==> src/sv/mtpm_ram.sv <==
// ----------------------------------------------------------------------------
// mtpm_ram
// Simple dual-port synchronous RAM, one write and one registered read port.
// ----------------------------------------------------------------------------
`default_nettype none

module mtpm_ram #(
  parameter int WIDTH = 8,
  parameter int DEPTH = 16
) (
  input  wire logic                     clk,
  input  wire logic                     we,
  input  wire logic [$clog2(DEPTH)-1:0] waddr,
  input  wire logic [WIDTH-1:0]         wdata,
  input  wire logic [$clog2(DEPTH)-1:0] raddr,
  output logic      [WIDTH-1:0]         rdata
);

  logic [WIDTH-1:0] mem [DEPTH];

  always_ff @(posedge clk) begin
    if (we) begin
      mem[waddr] <= wdata;
    end
  end

  always_ff @(posedge clk) begin
    rdata <= mem[raddr];
  end

endmodule

`default_nettype wire

==> config.mk <==
export PLATFORM = sky130hd
export DESIGN_NAME = mtpm_ram
export DESIGN_NICKNAME = d
export VERILOG_FILES = /design/src/sv/mtpm_ram.sv
export SDC_FILE = /design/constraint.sdc
export NUM_CORES = 1
export LEC_CHECK = 0
export BUFFER_PORTS_ARGS = -buffer_cell sky130_fd_sc_hd__clkbuf_2
export CORE_UTILIZATION = 54
export DETAILED_ROUTE_END_ITERATION = 16
export GPL_ROUTABILITY_DRIVEN = 0
export PLACE_DENSITY = 0.85
export SLEW_MARGIN = 20
export SYNTH_ARGS = -nofsm -noshare
export SYNTH_HDL_FRONTEND = slang
export SYNTH_SLANG_ARGS = --single-unit
==> constraint.sdc <==
create_clock -name clk -period 1.85 [get_ports clk]
set_input_delay 0.4625 -clock clk [delete_from_list [all_inputs] [get_ports clk]]
set_output_delay 0.4625 -clock clk [all_outputs]
set_load 0.005 [all_outputs]
==> results by group, run 1 <==
Status
  – Status: complete, no violations

Placement
  – Placed Area: 5540 um2
  – Pre-CTS setup slack: -45.0 ps
  – I/O Buffers: 25
  – Placed Cells: 396
  – DP HPWL: 6180 um

Routing
  – Antenna-violating nets left: 0
  – DRT Wirelength: 9380 um
  – DRT iter0 DRCs: 310
  – Met2 wire len: 4800 um
  – Number of remaining DRC errors: 0
  – Wl on met1: 3940 um
  – Routed vias/inst: 5.68
  – Met3 wire length: 569 um
  – Top layer in use: met4
  – Vias post-DR: 2425
  – First drt pass iteration count: 4
  – Routed length per instance: 22.0 um

Logic synthesis
  – Syn Area/Cell: 22.5 um2
  – Cell area after synthesis: 5150 um2
  – Syn Inst Count: 229
  – Post-synth cell types: 19
  – Synthesis Warnings: 0
  – Seq cells post-synth: 136
  – Syn nets: 247
  – Register area share after synthesis: 77.8%

GRT
  – Vias in the first global route: 2539
  – Largest net degree at the start of global routing: 33
  – Initial antenna violation count: 0
  – Total global routing overflow: 0
  – First-pass GRT wire length: 14800 um
  – GRT Util Overall: 21.8%

Die
  – FP Rows: 35
  – Die Y: 99.6 um
  – Die footprint: 9930 um2
  – Ports: 26
  – Starting Density: 55.7%
  – Die width: 99.6 um
  – Core area: 9240 um2

Setup path
  – Worst Path Class, Setup: reg2out
  – Worst-path cell chain: clkbuf_2
  – Crit-path max cell delay: 340 ps
  – CP Data Arrival Time: 990 ps
  – Max FO, Critical Path: 1
  – Crit path max-delay family: flip-flops
  – Worst path buffer plus inverter count: 1
  – Req. time, crit path: 1390 ps
  – CP endpoint kind: output pin
  – Critical path's slowest cell: dfxtp_1
  – Setup crit start kind: flop

Clock network
  – Clock insertion delay at the later pin of the skew report: 520 ps
  – Post-cts sizing count: 0
  – Clk sinks: 136
  – Post-CTS setup buffers: 0
  – H-tree Lvls: 4
  – Total CTS buffers: 17
  – CTS tree: built
  – Post-CTS Hold Buffers: 0
  – Clock transition at the registers of the reported paths: 60 ps
  – Max clock buf depth: 2
  – Root Driver: clkbuf_8

Pwr
  – P_leak: 2.08 nW
  – Logic gate share of total power: 4.7%
  – Flop pwr share: 52.0%
  – Internal Pwr Total: 5.33 mW
  – Net Switching: 1.34 mW
  – Clock Power Share: 43.3%
  – Worst VDD drop: 825 uV
  – Overall power: 6.67 mW
  – P per Cell Area: 1100 nW/um2
  – Sw Share: 20.1%

Cells and area
  – Area growth from synthesis to layout: 17.5%
  – Nets@finish: 304
  – Final Non-Filler Cells: 427
  – Final instance area: 6050 um2
  – Final core occ: 65.4%
  – Fraction of layout cells with a size suffix above 1: 31.5%
  – Ant diodes: 0

Timing
  – Actual slew at the worst max-slew pin: 377 ps
  – Tcrit/Tclk final: 78.5%
  – RSZ-0062 raised after global routing: no
  – Max Slew Vio Count: 0
  – Final WS setup: 397 ps
  – Post-route clock skew: 5.88 ps
  – # setup viols final: 0
  – F_max: 0.688 GHz
  – Hold Vio Cnt, Final: 0
  – Rel. slew slack: 74.9%
  – Min Tclk post-route: 1450 ps

Worst hold path
  – Hold Crit Class: in2reg

Run
  – Max-Cap Viols: 0
[power by group through the flow]
stage	sequential [mW]	clock [mW]	combinational, mW
final	3.47	2.89	0.313
after global routing	3.47	3.07	0.344
after CTS	3.47	2.94	0.319
after detailed placement	3.53	0	0.317
after global placement	3.53	0	0.302
after floorplan	3.53	0	0.175
[final cells by class]
cell class,count,area [um2]
Sequential cell,136,4000
Tap cell,129,161
Fill cell,599,3190
Multi-Input combinational cell,83,1060
Timing Repair Buffer,48,310
Clock inverter,11,83.8
Clock buffer,20,425
[worst paths after layout]
check | start | to | slack (ps) | cells after the start
worst min-delay path | wdata[4] | mem[9][4] | 370 | 1
worst max-delay path | rdata[0] | rdata[0] | 400 | 1
worst max register to register | mem[1][5] | rdata[5] | 490 | 3
worst min register to register | mem[13][2] | rdata[2] | 670 | 3
[synth_stat cells]
master	instances	area share [%]
mux4_1	14	7.1
and2b_1	1	0.15
nand2_1	9	0.66
nand3b_1	2	0.29
nor3_1	4	0.39
nand3_1	1	0.097
a22oi_1	16	2.3
nor2_1	13	0.95
edfxtp_1	128	75
and2_1	1	0.12
nor2b_1	1	0.12
dfxtp_1	8	3.1
buf_6	3	0.66
buf_2	3	0.29
clkdlybuf4s25_2	3	0.58
buf_4	1	0.15
or3b_2	1	0.17
mux4_2	18	7.9
nand2b_1	2	0.24
[per-layer routing]
metal | global-route usage, % | up-vias
met4 | 8.48 | 0
met1 | 29.3 | 1244
li1 | - | 1087
met5 | 0 | -
met3 | 6.32 | 4
met2 | 34.1 | 90
[cells in the final DEF (no fill, tap or decap), types with 3 or more instances in the layout]
| master | n |
|---|---|
| clkbuf_1 | 3 |
| edfxtp_1 | 128 |
| nor2_1 | 13 |
| clkbuf_2 | 25 |
| mux4_1 | 14 |
| clkbuf_16 | 16 |
| mux4_2 | 18 |
| buf_4 | 22 |
| nand2_1 | 9 |
| a22oi_1 | 16 |
| clkinv_2 | 6 |
| dfxtp_1 | 8 |
| nor3_1 | 3 |
[flip-flops by register name, summed over array words and instances, names as in the netlist]
name	flops
rdata	8
mem	128
[metrics by stage]
| stage | hold WS (ps) | setup TNS (ps) |
|---|---|---|
| after floorplan | 561 | 0 |
| after global placement | 645 | -67.3 |
| after detailed placement | 660 | -198 |
| after CTS | 350 | 0 |
| after global routing | 383 | 0 |
| final | 369 | 0 |
[kinds of logic after synthesis]
family | Yosys count | share of synthesized area (%)
buffers and inverters | 10 | 1.68
AND/OR/NAND/NOR | 35 | 3.18
AO/OA/AOI/OAI | 16 | 2.33
flip-flops | 136 | 77.8
multiplexers | 32 | 15.0
Note: power is estimated with default switching activity, not from simulation.
==> run 2, diff against run 1 <==
--- a/config.mk
+++ b/config.mk
@@ -5,11 +5,12 @@
 export SDC_FILE = /design/constraint.sdc
 export NUM_CORES = 1
 export LEC_CHECK = 0
+export ABC_AREA = 1
 export BUFFER_PORTS_ARGS = -buffer_cell sky130_fd_sc_hd__clkbuf_2
-export CORE_UTILIZATION = 54
+export CORE_UTILIZATION = 61
 export DETAILED_ROUTE_END_ITERATION = 16
 export GPL_ROUTABILITY_DRIVEN = 0
-export PLACE_DENSITY = 0.85
+export PLACE_DENSITY = 0.9
 export SLEW_MARGIN = 20
 export SYNTH_ARGS = -nofsm -noshare
 export SYNTH_HDL_FRONTEND = slang
==> constraint.sdc (replaced) <==
create_clock -name clk -period 1.4 [get_ports clk]
set_input_delay 0.35 -clock clk [delete_from_list [all_inputs] [get_ports clk]]
set_output_delay 0.35 -clock clk [all_outputs]
set_load 0.005 [all_outputs]
==> run 2 against run 1 <==
Synthesized cell count up 140%. Worst setup slack worse by 330 ps. Wire length grew 46%. Count of clock-buffer cells in the layout shrank 2. Via count grew 72%. Sequential power increased by 32%. Worst hold slack worse by 94 ps. Critical endpoint is now rdata[3].
==> results by group, run 2 <==
Status
  – Status: complete, no violations

Routing
  – Routed length per instance: 19.0 um (-13%)
  – Number of remaining DRC errors: 0 (unchanged)
  – First drt pass iteration count: 6 (+2)
  – Routed vias/inst: 5.78 (+1.8%)
  – DRT iter0 DRCs: 668 (+120%)
  – Vias post-DR: 4174 (+72%)
  – DRT Wirelength: 13700 um (+46%)
  – Antenna-violating nets left: 0 (unchanged)

Placement
  – DP HPWL: 7960 um (+29%)
  – I/O Buffers: 25 (unchanged)

Cells and area
  – Nets@finish: 616 (+100%)
  – Commonest non-fill, non-tap cell in the layout: nand2_1
  – Area growth from synthesis to layout: 17.5% (about the same)
  – Fillcell total: 510 (-15%)
  – Most flops, register: mem
  – Max FFs per register: 128 (unchanged)
  – Multi-input gate area: 1210 um2 (+14%)
  – FF/Latch Area: 4000 um2 (unchanged)
  – Largest regs: mem x128, rdata x8
  – Most frequent cells in the layout: nand2_1 (173), edfxtp_1 (128), inv_1 (100), nand3_1 (97), clkbuf_2 (25)
  – Ant diodes: 0 (unchanged)
  – Fraction of layout cells with a size suffix above 1: 13.6% (-18 points)

Setup path
  – Req. time, crit path: 1050 ps (-340 ps)
  – Worst path buffer plus inverter count: 1 (unchanged)
  – Max FO, Critical Path: 1 (unchanged)
  – Worst Path Class, Setup: reg2out
  – Worst-path cell chain: clkbuf_2
  – Crit-path max cell delay: 330 ps (about the same)
  – CP Depth: 1 (unchanged)
  – CP Data Arrival Time: 980 ps (about the same)
  – Reg2Reg Depth: 6 (+3)
  – Setup crit start kind: flop
  – CP endpoint kind: output pin
  – Critical path's slowest cell: dfxtp_1
  – Crit path max-delay family: flip-flops

GRT
  – First-pass GRT wire length: 22000 um (+49%)
  – GRT Util Overall: 30.9% (+9.1 points)
  – Vias in the first global route: 4111 (+62%)
  – Total global routing overflow: 0 (unchanged)
  – Largest net degree at the start of global routing: 45 (+36%)
  – Initial antenna violation count: 0 (unchanged)

Timing
  – Post-route clock skew: 6.07 ps (+0.184 ps)
  – Tcrit/Tclk final: 95.1%
  – RSZ-0062 raised after global routing: no
  – F_max: 0.751 GHz
  – Rel. slew slack: 71.7% (-3.2 points)
  – Hold Vio Cnt, Final: 0 (unchanged)
  – Max Slew Vio Count: 0 (unchanged)
  – # setup viols final: 0 (unchanged)
  – Total negative slack: 0 ps (unchanged)
  – Min Tclk post-route: 1330 ps
  – Actual slew at the worst max-slew pin: 425 ps (+47.8 ps)

Logic synthesis
  – Synth cell count leaders: nand2_1 (173), edfxtp_1 (128), inv_1 (100)
  – Register area share after synthesis: 69.4% (-8.4 points)
  – Post-synth top area share: 66.7% (-8.0 points)
  – Syn Area/Cell: 10.5 um2 (-53%)
  – Cell area after synthesis: 5770 um2 (+12%)
  – Post-synth cell types: 12 (-7)
  – Synthesis Warnings: 0 (unchanged)
  – Syn Inst Count: 551 (+140%)
  – Number of flops mapped to enable cells by yosys: 128 (unchanged)
  – Synth async-reset ratio: 0% (unchanged)
  – Area contributors post-synth: edfxtp_1 (67%), nand2_1 (11%), nand3_1 (8.4%), inv_1 (6.5%), dfxtp_1 (2.8%)
  – Seq cells post-synth: 136 (unchanged)
  – Most frequent cell after synthesis: nand2_1
  – Syn nets: 569 (+130%)
  – Synth area leader: edfxtp_1
  – Synth Flop Type: edfxtp_1

Clock network
  – Max clock buf depth: 2 (unchanged)
  – Total CTS buffers: 17 (unchanged)
  – Post-CTS Hold Buffers: 0 (unchanged)
  – CTS tree: built
  – Post-CTS setup buffers: 0 (unchanged)
  – Clock transition at the registers of the reported paths: 60 ps (about the same)
  – Root Driver: clkbuf_8
  – Clock insertion delay at the later pin of the skew report: 530 ps (about the same)
  – H-tree Lvls: 4 (unchanged)
  – Post-cts sizing count: 0 (unchanged)
  – Clk sinks: 136 (unchanged)

Pwr
  – Worst VDD drop: 847 uV (+2.6%)
  – P per Cell Area: 1480 nW/um2 (+35%)
  – Overall power: 10.1 mW (+51%)
  – P_leak: 3.00 nW (+44%)

Run
  – Max-Cap Viols: 0 (unchanged)

Die
  – FP Rows: 35 (unchanged)
  – Starting Density: 62.7% (+7.0 points)
  – Die Y: 99.2 um (-0.41%)
  – Die footprint: 9850 um2 (-0.81%)
  – Ports: 26 (unchanged)
  – Die width: 99.2 um (-0.41%)
  – Core area: 9200 um2 (-0.47%)

Worst hold path
  – Hold Crit Class: in2reg
  – Worst hold path cell count: 4 (+3)
## run 2: cell count changes after synthesis, sizes merged, moves of 2 or more
cell           previous run  this run
mux4                     32         0
nor3                      4         0
clkdlybuf4s25             3         0
a22oi                    16         0
nand2                     9       173
inv                       0       102
nand2b                    2         0
buf                       7        24
nand3                     1        97
nor2                     13        17
## run 2: cell type report
| class | count | share of cell area (%) |
|---|---|---|
| Clock inverter | 14 | 3.36 |
| Sequential cell | 136 | 59.1 |
| Clock buffer | 18 | 6.17 |
| Inverter | 102 | 5.65 |
| Multi-Input combinational cell | 289 | 17.9 |
| Timing Repair Buffer | 52 | 5.76 |
| Tap cell | 111 | 2.05 |
## run 2: metal layers
layer  vias up  share of wire [%]  wire length (um)  GRT usage (%)
li1       1869                  -                 -              -
met1      1908                 37              5080           41.4
met2       342                 47              6440           47.0
met3        55                 12              1650           8.29
met4         0                4.1               567           15.8
met5         -                  0                 0              0
## run 2: worst paths after layout
path	start	end	slack, ps
max	rdata[3]	rdata[3]	70
min reg2reg	mem[7][6]	rdata[6]	700
max reg2reg	mem[0][2]	rdata[2]	340
min	raddr[2]	rdata[5]	270
## run 2: power by group
group / internal, mW / leakage (nW) / total [mW] / switching [mW]
clock: 3.24 / 0.314 / 4.87 / 1.64
combinational: 0.188 / 1.46 / 0.601 / 0.413
sequential: 4.55 / 1.22 / 4.58 / 0.0287
total: 7.98 / 3.00 / 10.1 / 2.08
## run 2: kinds of logic after synthesis
family,after synthesis,synth area share [%]
and+or+nand+nor,289,21.0
buffers and inverters,126,9.52
DFF,136,69.4
## run 2: metrics by stage
step | setup WS, ps | instances | util (%) | instance area (um2) | hold WS, ps
global placement | 61.4 | 690 | 66.7 | 6130 | 655
floorplan | 99.2 | 551 | - | 5770 | 449
CTS | 41.9 | 722 | 73.7 | 6780 | 260
detailed placement | 8.13 | 690 | 66.7 | 6130 | 680
finish | 68.4 | 722 | 73.7 | 6780 | 275
global route | 32.0 | 722 | 73.7 | 6780 | 288
## run 2: worst min-delay path, delay by kind of cell
family	cells	cell delay, ps
buffers and inverters	1	170
AND/OR/NAND/NOR	3	250
